## config.mk

```make
export PLATFORM = sky130hd
export DESIGN_NAME = small_aes_block_cipher
export DESIGN_NICKNAME = d
export VERILOG_FILES = /design/src/rtl/core/sac_pkg.sv /design/src/rtl/core/sac_keys.sv /design/src/rtl/core/sac_round.sv /design/src/rtl/core/small_aes_block_cipher.sv
export VERILOG_INCLUDE_DIRS = /design/src /design/src/rtl/core
export SDC_FILE = /design/constraint.sdc
export NUM_CORES = 2
export LEC_CHECK = 0
export BUFFER_PORTS_ARGS = -buffer_cell sky130_fd_sc_hd__buf_2
export CORE_ASPECT_RATIO = 1.2
export CORE_MARGIN = 2
export CORE_UTILIZATION = 31
export CTS_CLUSTER_SIZE = 30
export DETAILED_ROUTE_END_ITERATION = 8
export PLACE_DENSITY = 0.43
export SLEW_MARGIN = 0
export SYNTH_ARGS = -nofsm -noshare
export SYNTH_HDL_FRONTEND = slang
export SYNTH_SLANG_ARGS = --single-unit
```

## constraint.sdc

```tcl
create_clock -name clk -period 6.3 [get_ports clk]
set_clock_uncertainty 0.2 [all_clocks]
set_input_delay 1.26 -clock clk [delete_from_list [all_inputs] [get_ports clk]]
set_output_delay 1.26 -clock clk [all_outputs]
set_load 0.005 [all_outputs]
```

## src/rtl/core/small_aes_block_cipher_macros.svh

```systemverilog
// Assertion macros for the small-scale AES pipeline.
// Expect signals clk and rst_n in the scope of each use.
`ifndef SMALL_AES_BLOCK_CIPHER_MACROS_SVH
`define SMALL_AES_BLOCK_CIPHER_MACROS_SVH

// Same-cycle implication, muted while reset is asserted.
`define SAC_ASSERT_IMPL(lbl, ante, cons, msg) \
  lbl: assert property (@(posedge clk) disable iff (!rst_n) (ante) |-> (cons)) \
    else $error(msg);

// Next-cycle implication, muted while reset is asserted.
`define SAC_ASSERT_NEXT(lbl, ante, cons, msg) \
  lbl: assert property (@(posedge clk) disable iff (!rst_n) (ante) |=> (cons)) \
    else $error(msg);

// Property checked at every edge, reset included.
`define SAC_ASSERT_ALWAYS(lbl, prop, msg) \
  lbl: assert property (@(posedge clk) (prop)) \
    else $error(msg);

`endif

```

## src/rtl/core/sac_pkg.sv

```systemverilog
// Package for the small-scale AES pipeline: types, S-box and permutation tables,
// and the round functions. No dependencies.
`timescale 1ns / 1ps

package sac_pkg;

  localparam int BLOCK_W   = 64;
  localparam int NIB_N     = 16;
  localparam int NUM_KEYS  = 8;
  localparam int KEY_IDX_W = 3;
  localparam int CFG_IDX_W = 4;

  localparam logic DIR_ENC = 1'b0;
  localparam logic DIR_DEC = 1'b1;

  typedef logic [BLOCK_W-1:0] block_t;
  typedef logic [NUM_KEYS-1:0][BLOCK_W-1:0] key_array_t;

  typedef struct packed {
    logic valid;
    logic dir;
  } sac_ctl_t;

  localparam logic [3:0] SBOX_FWD [NIB_N] = '{
    4'h6, 4'hB, 4'h5, 4'h4, 4'h2, 4'hE, 4'h7, 4'hA,
    4'h9, 4'hD, 4'hF, 4'hC, 4'h3, 4'h1, 4'h0, 4'h8
  };
  localparam logic [3:0] SBOX_INV [NIB_N] = '{
    4'hE, 4'hD, 4'h4, 4'hC, 4'h3, 4'h2, 4'h0, 4'h6,
    4'hF, 4'h8, 4'h7, 4'h1, 4'hB, 4'h9, 4'h5, 4'hA
  };
  localparam logic [3:0] PERM_FWD [NIB_N] = '{
    4'd0, 4'd5, 4'd10, 4'd15, 4'd4, 4'd9, 4'd14, 4'd3,
    4'd8, 4'd13, 4'd2, 4'd7, 4'd12, 4'd1, 4'd6, 4'd11
  };
  localparam logic [3:0] PERM_INV [NIB_N] = '{
    4'd0, 4'd13, 4'd10, 4'd7, 4'd4, 4'd1, 4'd14, 4'd11,
    4'd8, 4'd5, 4'd2, 4'd15, 4'd12, 4'd9, 4'd6, 4'd3
  };
  localparam logic [3:0] MIX_FWD [4] = '{4'h2, 4'h3, 4'h1, 4'h1};
  localparam logic [3:0] MIX_INV [4] = '{4'hE, 4'hB, 4'hD, 4'h9};

  // GF(16) multiply, reduction polynomial x^4+x+1.
  function automatic logic [3:0] gf_mul(input logic [3:0] a_in, input logic [3:0] b);
    logic [3:0] a;
    logic [3:0] acc;
    a   = a_in;
    acc = '0;
    for (int i = 0; i < 4; i++) begin
      if (b[i]) acc ^= a;
      a = {a[2:0], 1'b0} ^ (a[3] ? 4'h3 : 4'h0);
    end
    return acc;
  endfunction

  // S-box on every nibble combined with (inverse) ShiftRows.
  function automatic block_t sub_perm(input block_t s, input logic inv);
    block_t     t;
    logic [3:0] src;
    for (int i = 0; i < NIB_N; i++) begin
      if (inv) begin
        src = s[4*int'(PERM_INV[i]) +: 4];
        t[4*i +: 4] = SBOX_INV[src];
      end else begin
        src = s[4*int'(PERM_FWD[i]) +: 4];
        t[4*i +: 4] = SBOX_FWD[src];
      end
    end
    return t;
  endfunction

  // Circulant MixColumns over each column.
  function automatic block_t mix_cols(input block_t s, input logic inv);
    block_t     t;
    logic [3:0] acc;
    logic [1:0] ci;
    for (int c = 0; c < 4; c++) begin
      for (int r = 0; r < 4; r++) begin
        acc = '0;
        for (int j = 0; j < 4; j++) begin
          ci  = 2'(j + 4 - r);
          acc ^= gf_mul(s[4*(4*c+j) +: 4], inv ? MIX_INV[ci] : MIX_FWD[ci]);
        end
        t[4*(4*c+r) +: 4] = acc;
      end
    end
    return t;
  endfunction

endpackage

```

## src/rtl/core/sac_keys.sv

```systemverilog
// Round key register file written through the configuration channel.
// Depends on sac_pkg.
`timescale 1ns / 1ps

module sac_keys (
  input  logic                           clk,
  input  logic                           rst_n,
  input  logic                           cfg_valid,
  output logic                           cfg_ready,
  input  logic [sac_pkg::CFG_IDX_W-1:0]  cfg_index,
  input  logic [sac_pkg::BLOCK_W-1:0]    cfg_data,
  output sac_pkg::key_array_t            keys_o
);
  import sac_pkg::*;

  key_array_t keys_r;

  assign cfg_ready = 1'b1;
  assign keys_o    = keys_r;

  // Drop writes to indexes past the last key.
  always_ff @(posedge clk) begin
    if (!rst_n) begin
      keys_r <= '0;
    end else if (cfg_valid && (int'(cfg_index) < NUM_KEYS)) begin
      keys_r[cfg_index[KEY_IDX_W-1:0]] <= cfg_data;
    end
  end

endmodule

```

## src/rtl/core/sac_round.sv

```systemverilog
// One registered cipher round, encrypt or decrypt chosen per item.
// Depends on sac_pkg.
`timescale 1ns / 1ps

module sac_round (
  input  logic                         clk,
  input  logic                         rst_n,
  input  logic                         en_i,
  input  sac_pkg::sac_ctl_t            ctl_i,
  input  logic [sac_pkg::BLOCK_W-1:0]  data_i,
  input  logic [sac_pkg::BLOCK_W-1:0]  key_enc_i,
  input  logic [sac_pkg::BLOCK_W-1:0]  key_dec_i,
  input  logic                         mix_en_i,
  output sac_pkg::sac_ctl_t            ctl_o,
  output logic [sac_pkg::BLOCK_W-1:0]  data_o
);
  import sac_pkg::*;

  logic   valid_r;
  logic   dir_r;
  block_t data_r;
  block_t data_nxt;
  block_t sp;
  block_t enc_mix;
  block_t dec_key;

  // Encrypt: sub/shift, mix, key. Decrypt: inv sub/shift, key, inv mix.
  always_comb begin
    sp       = sub_perm(data_i, ctl_i.dir);
    enc_mix  = mix_en_i ? mix_cols(sp, 1'b0) : sp;
    dec_key  = sp ^ key_dec_i;
    if (ctl_i.dir == DIR_DEC) begin
      data_nxt = mix_en_i ? mix_cols(dec_key, 1'b1) : dec_key;
    end else begin
      data_nxt = enc_mix ^ key_enc_i;
    end
  end

  always_ff @(posedge clk) begin
    if (!rst_n) begin
      valid_r <= 1'b0;
    end else if (en_i) begin
      valid_r <= ctl_i.valid;
    end
  end

  always_ff @(posedge clk) begin
    if (en_i) begin
      dir_r  <= ctl_i.dir;
      data_r <= data_nxt;
    end
  end

  assign ctl_o.valid = valid_r;
  assign ctl_o.dir   = dir_r;
  assign data_o      = data_r;

endmodule

```

## src/rtl/core/small_aes_block_cipher.sv

```systemverilog
// Small-scale AES on a 64-bit block of sixteen nibbles, one block per cycle
// sustained while out_ready holds high. The pipeline is one key-addition stage
// followed by one register stage per round; each round stage holds one S-box
// layer, one MixColumns (none in the last round) and one key addition.
// Encryption and decryption may be mixed freely item by item through
// in_direction. Every stage stalls only when it is full and the stage after
// it cannot take its content, so bubbles collapse and inputs keep flowing
// while a result waits, until the pipe is full.
// Round keys are written through the cfg channel (index 0..7, writes to
// higher indexes are dropped) and must only change while the pipe is empty.
// Depends on sac_pkg, sac_keys, sac_round and the assertion macro header.
`timescale 1ns / 1ps
`include "small_aes_block_cipher_macros.svh"

module small_aes_block_cipher #(
  parameter int NUM_ROUNDS = 4
) (
  input  logic                           clk,
  input  logic                           rst_n,
  input  logic                           in_valid,
  output logic                           in_ready,
  input  logic                           in_direction,
  input  logic [sac_pkg::BLOCK_W-1:0]    in_block_in,
  output logic                           out_valid,
  input  logic                           out_ready,
  output logic [sac_pkg::BLOCK_W-1:0]    out_block_out,
  input  logic                           cfg_valid,
  output logic                           cfg_ready,
  input  logic [sac_pkg::CFG_IDX_W-1:0]  cfg_index,
  input  logic [sac_pkg::BLOCK_W-1:0]    cfg_data
);
  import sac_pkg::*;

  key_array_t keys;

  // Stage 0 is the whitening stage; stages 1..NUM_ROUNDS are the rounds.
  sac_ctl_t              ctl   [NUM_ROUNDS+1];
  block_t                data  [NUM_ROUNDS+1];
  logic [NUM_ROUNDS+1:0] en;
  logic [NUM_ROUNDS:0]   stage_valid;

  logic   s0_valid_r;
  logic   s0_dir_r;
  block_t s0_data_r;
  block_t s0_data_nxt;

  sac_keys u_keys (
    .clk       (clk),
    .rst_n     (rst_n),
    .cfg_valid (cfg_valid),
    .cfg_ready (cfg_ready),
    .cfg_index (cfg_index),
    .cfg_data  (cfg_data),
    .keys_o    (keys)
  );

  // Advance a stage when it is empty or its successor advances.
  always_comb begin
    en[NUM_ROUNDS+1] = out_ready;
    for (int k = NUM_ROUNDS; k >= 0; k--) begin
      en[k] = !ctl[k].valid || en[k+1];
    end
  end

  always_comb begin
    for (int k = 0; k <= NUM_ROUNDS; k++) begin
      stage_valid[k] = ctl[k].valid;
    end
  end

  assign in_ready = en[0];

  // Encryption whitens with key 0, decryption starts from the last key.
  assign s0_data_nxt = in_block_in ^
    ((in_direction == DIR_DEC) ? keys[KEY_IDX_W'(NUM_ROUNDS)] : keys[0]);

  always_ff @(posedge clk) begin
    if (!rst_n) begin
      s0_valid_r <= 1'b0;
    end else if (en[0]) begin
      s0_valid_r <= in_valid;
    end
  end

  always_ff @(posedge clk) begin
    if (en[0] && in_valid) begin
      s0_dir_r  <= in_direction;
      s0_data_r <= s0_data_nxt;
    end
  end

  assign ctl[0].valid = s0_valid_r;
  assign ctl[0].dir   = s0_dir_r;
  assign data[0]      = s0_data_r;

  // Round j uses key j for encryption and key NUM_ROUNDS-j for decryption;
  // the last round skips MixColumns in both directions.
  for (genvar j = 1; j <= NUM_ROUNDS; j++) begin : g_round
    sac_round u_round (
      .clk       (clk),
      .rst_n     (rst_n),
      .en_i      (en[j]),
      .ctl_i     (ctl[j-1]),
      .data_i    (data[j-1]),
      .key_enc_i (keys[KEY_IDX_W'(j)]),
      .key_dec_i (keys[KEY_IDX_W'(NUM_ROUNDS - j)]),
      .mix_en_i  (j < NUM_ROUNDS),
      .ctl_o     (ctl[j]),
      .data_o    (data[j])
    );
  end

  assign out_valid     = ctl[NUM_ROUNDS].valid;
  assign out_block_out = data[NUM_ROUNDS];

  `SAC_ASSERT_ALWAYS(a_reset_empty, !rst_n |=> (stage_valid == '0), "pipe not empty after reset")
  `SAC_ASSERT_IMPL(a_backpressure_full, !in_ready, &stage_valid, "input stalled while a stage is empty")
  `SAC_ASSERT_NEXT(a_s0_hold, s0_valid_r && !en[1], s0_valid_r && $stable(s0_data_r), "stalled stage 0 lost its data")

endmodule

```

# Word-level counts from Yosys, hierarchy flattened
# Memories as Yosys holds them, arrays and structs flattened.
# Cells that the tools add are included.
# Widths: inputs -> output; s select.
# word_totals
ff_bits,841
latchBits,0
ram_bits,0
rom_bits,8192
word_cells,2118
memories,128
# classes
add_sub_neg,0
mul,0
div,0
magnitude_cmp,67
n_eq_ne,0
shift,0
muxes,952
bitwise,936
reduce_logical,13
# mem_list
memory,depth,width,read_ports,rd_ports_with_merged_regs,wr,line_no,rtl
(name not given),16,4,1,0,0,sac_pkg.sv:63,t[4*i +: 4] = SBOX_INV[src];
(name not given),16,4,1,0,0,sac_pkg.sv:66,t[4*i +: 4] = SBOX_FWD[src];
(name not given),16,4,1,0,0,sac_pkg.sv:66,
(name not given),16,4,1,0,0,sac_pkg.sv:66,
(name not given),16,4,1,0,0,sac_pkg.sv:66,
(name not given),16,4,1,0,0,sac_pkg.sv:63,
122 more memories,--,--,--,--,--,--,
# ops
op,n
$xor 4x4->4,864
$mux 4,752
$bwmux 512,1
$xor 64x64->64,8
$mux 2,192
$mux 64,6
$ge 5x5->1 const B,64
$not 4->5,64
$demux 64 s3,1
$logic_not 1->1,5
$logic_or 1x1->1,5
$lt 3x4->1 const B,1
$lt 4x4->1 const B,1
$ge 3x1->1 const B,1
$logic_and 1x1->1,3

# Longest topological paths before layout
# logic_depth
depth_word,18
depth_mapped,13

# Modules after synthesis
# A second synthesis with hierarchy kept.
# unflattened
hier_cells,8517
hier_area_um2,83203.5
# by_module_without_submodules
mod,n_inst,cells_each,area_each_um2,seq_area_each_um2
sac_round (g_round[3].u_round ...),2,1660,15403.5,1971.9
sac_keys,1,1732,18370.1,10249.8
sac_round (g_round[2].u_round),1,1682,16010.4,1971.9
sac_round (g_round[1].u_round),1,1638,15391.0,1971.9
small_aes_block_cipher,1,145,2625.0,1971.9

# Least setup slack after synthesis
# Ideal clock, no wire load.
# synth_path
path_type,input-to-reg
startpoint,input out_ready
endpoint,"register s0_data_r[0], enable pin"
setup_ns,0.527
arrival_time_ns,4.933
setup_slack_ns,0.640
stages,4
cell_sequence,nor2b_1 -> and3_1 -> clkbuf_1 -> a31oi_1
# synth_via
elab_chain_len,6
# synth_lines
element,line_no,rtl
"start, declared",small_aes_block_cipher.sv:25,"input logic out_ready,"
$logic_or 1x1->1 (5 in a row),small_aes_block_cipher.sv:61,en[k] = !ctl[k].valid || en[k+1];
$logic_and 1x1->1,small_aes_block_cipher.sv:86,if (en[0] && in_valid) begin
"end signal, assigned",small_aes_block_cipher.sv:88,s0_data_r <= s0_data_nxt;
"end, declared",small_aes_block_cipher.sv:44,block_t s0_data_r;
# No other way between the ends.
# A chain may end at the register's enable or synchronous reset.

# Worst setup path in the final report
# layout_path
startpoint,register s0_dir_r
endpoint,"register g_round[1].u_round.data_r[4], data pin"
# layout_via
elab_chain_len,13
word_cells_on_any_way,56
classes_between,mux (26); bitwise (30)
# layout_lines
element,line_no,rtl
"start, declared",small_aes_block_cipher.sv:43,logic s0_dir_r;
"start signal, assigned",small_aes_block_cipher.sv:87,s0_dir_r <= in_direction;
$mux 4,sac_pkg.sv:61,if (inv) begin
$xor 64x64->64,sac_round.sv:31,dec_key = sp ^ key_dec_i;
$mux 2 or $xor 4x4->4 (tied branches),sac_pkg.sv:51,"a = {a[2:0], 1'b0} ^ (a[3] ? 4'h3 : 4'h0);"
$xor 4x4->4 or $mux 2 (tied branches),sac_pkg.sv:51,
$mux 4 or $xor 4x4->4 (tied branches),"sac_round.sv:32, sac_pkg.sv:51",
$xor 4x4->4,sac_pkg.sv:50,if (b[i]) acc ^= a;
$mux 4,sac_round.sv:32,if (ctl_i.dir == DIR_DEC) begin
$xor 4x4->4,sac_pkg.sv:50,
$mux 4,sac_round.sv:32,
$xor 4x4->4 (3 in a row),sac_pkg.sv:82,"acc ^= gf_mul(s[4*(4*c+j) +: 4], inv ? MIX_INV[ci] : MIX_FWD[ci]);"
$mux 64 *,sac_round.sv:32,
via g_round[1].u_round.data_nxt[4],sac_round.sv:22,block_t data_nxt;
"end signal, assigned",sac_round.sv:50,data_r <= data_nxt;
"end, declared",sac_round.sv:21,block_t data_r;
# The timed path passes the listed nets; every way through them passes the cells marked *. The select of a mux whose other input is x is not followed.

==> run_results.csv <==
group,metric,value,unit
drt,wl_per_cell,26.07,µm
cts,post_cts_resized,0,
cts,tritoncts,"built",
timing,fmax,192.0,MHz
placed_design,port_buffers,203,
worst_setup_path,slowest_delay,0.71,ns
drt,drt-initial-drc-count,3724,
worst_setup_path,path_max_fanout,82,
logic_synthesis,mappedNetlistArea,64510,µm²
logic_synthesis,synth_edf_count,324,
worst_setup_path,required,6.47,ns
worst_setup_path,cp_common_cell,"xnor2_1",
cts,worstSkewPairLatency,0.72,ns
final_layout,nets,7248,
cts,path_clk_slew,0.07,ns
cts,post-cts-setup-buffers,0,
floorplan,std_cell_rows,183,
timing,tightest_slew,1.314,ns
timing,report.final.slew_viol_count,0,
worst_setup_path,cp_cell_sequence,"inv_6 > buf_4 > o21ai_0 > o22ai_1 > xor2_1 > xnor3_1 > xnor2_1 > xnor2_1 > mux2i_1",
placed_design,routabilityCongestion,0.9314,
placed_design,hpwl,199400,µm
worst_setup_path,end_kind,"register",
worst_setup_path,start_kind,"register",
drt,vias,48185,
worst_setup_path,cp_data_arrival_time,5.38,ns
timing,period_share,0.8267,
final_layout,layout_commonest_cell,"xnor2_1",
cts,htree_num_levels,3,
timing,period_needed,5.208,ns
worst_setup_path,crit_type,"register to register",
floorplan,start_util,0.3117,
worst_setup_path,cp_slowest_cell,"mux2i_1",
grt,grt_pass1_vias,46574,
final_layout,syn_to_final_growth,8.569,%
cts,ctsHoldBuffers,0,
timing,relSlewSlack,0.1146,
drt,drc_errors,0,
cts,clk_path_buf_depth,3,
logic_synthesis,synth_nets,7340,
logic_synthesis,yosysSeqAreaShare,0.2318,
grt,track_usage,0.2287,
final_layout,post-route-util,0.3384,
timing,rsz0062_at_grt,"no",
timing,final-setup-viol-count,0,
timing,finalSetupTns,0,ns
grt,antenna_found_initial,17,
logic_synthesis,yosys_warnings,0,
logic_synthesis,synth_cell_types,107,
final_layout,final_cell_mix,"1135 x xnor2_1, 747 x nand2_1, 560 x xor2_1",
logic_synthesis,netlist_top_cells_area,"xnor2_1 15%, edfxtp_1 15%, ha_1 8.5%",
timing,hold_violations,0,
logic_synthesis,ys_ff_latch,585,
floorplan,core-area,207000,µm²
drt,ant_nets,0,
drt,drt_pass1_iterations,5,
min_path,worstHoldPathType,"register to register",
drt,wl,248400,µm
cts,cts_made_buffers,80,
grt,grt_max_degree,135,
drt,via_per_inst,5.058,
cts,ctsRootBufferMaster,"clkbuf_16",
floorplan,ioPinCount,205,
cts,cts_sinks,585,
floorplan,dieArea,211800,µm²
floorplan,die_width,420.4,µm
grt,grt-ovfl-total,0,
outcome,status,"completed",
logic_synthesis,synth.avg_cell_area,9.535,µm²
logic_synthesis,synth_top_flop_cell,"edfxtp_1",
logic_synthesis,yosys.area.top_type,"xnor2_1",
flow_run,maxCapViolations,0,
floorplan,die_h,503.7,µm
grt,grt_pass1_wl,350200,µm
logic_synthesis,syn_inst,6766,
logic_synthesis,yosysTopAreaCellShare,0.1541,
logic_synthesis,ys_async_sr_fraction,0,
final_layout,drive_gt1_frac,0.1142,
==> worst max-delay path, delay by kind of cell, from the launching register on <==
kind / cells / cell delay (ns)
buf+inv: 2 / 1.07
compound gates: 2 / 0.76
flops: 1 / 0.49
xor+xnor: 4 / 1.50
mux: 1 / 0.71
==> worst paths after layout <==
check	to	slack [ns]	cells after the start	from
max	g_round[1].u_round.data_o[4]	1.09	9	s0_dir_r
min reg2reg	g_round[3].u_round.valid_r	0.26	1	g_round[2].u_round.valid_r
min	g_round[3].u_round.valid_r	0.26	1	g_round[2].u_round.valid_r
max reg2reg	g_round[1].u_round.data_o[4]	1.09	9	s0_dir_r
==> per-layer routing <==
| layer | GRT usage | vias up | wire [µm] | share of wire |
|---|---|---|---|---|
| met1 | 0.3166 | 23878 | 114500 | 0.46 |
| met5 | 0 | - | 11 | 0.000044 |
| met4 | 0.08682 | 2 | 10150 | 0.041 |
| met3 | 0.01822 | 248 | 9938 | 0.040 |
| met2 | 0.3684 | 1150 | 113800 | 0.46 |
| li1 | - | 22907 | - | - |
==> cell type report <==
cell class / count / area, µm²
Fill cell: 21357 / 137000
Multi-Input combinational cell: 5492 / 46360
Sequential cell: 585 / 14950
Tap cell: 2775 / 3472
Clock buffer: 104 / 2270
Timing Repair Buffer: 255 / 1490
Inverter: 260 / 987.2
Clock inverter: 45 / 478.0
Antenna cell: 11 / 27.53
==> cells in the mapped netlist (all sizes together), types with 149 or more instances <==
cell type	number
xnor2	1171
nand2	748
xor2	580
ha	436
edfxtp	324
mux2i	293
a21oi	263
a21boi	261
dfxtp	261
inv	260
nor2	238
buf	227
o21ai	213
clkbuf	202
nand2b	150
xnor3	149
==> per-stage QoR <==
stage                     hold slack [ns]  instance area (µm²)  std cells  setup slack (ns)
final                              0.2595                70040       9527             1.092
after global routing               0.2773                70030       9524            0.9945
after CTS                          0.2604                70010       9516             1.123
after detailed placement           0.2471                67260       9367             1.184
after global placement             0.2457                67260       9367             1.177
after floorplan                    0.2322                64510       6766            0.6398
==> sequential cells by signal (all words and copies together), names as in the netlist <==
register / flops
s0_valid_r: 1
u_keys.keys_o: 256
s0_data_r: 64
g_round.u_round.data_o: 256
g_round.u_round.valid_r: 4
g_round.u_round.dir_r: 3
s0_dir_r: 1
==> kinds of logic after synthesis <==
kind of cell    count (synthesis)  share of synthesized area
simple gates                 1459                     0.1027
compound gates               1167                     0.1263
fa+ha+maj                     436                    0.08456
flops                         585                     0.2318
xor+xnor                     1927                     0.3065
mux                           502                    0.09781
buf+inv                       689                    0.05025
other cells                     1                 0.00005813
Power is left out: the tool's default activity adds up to more than one toggle a clock period on the data nets, which glitch-free logic cannot reach.
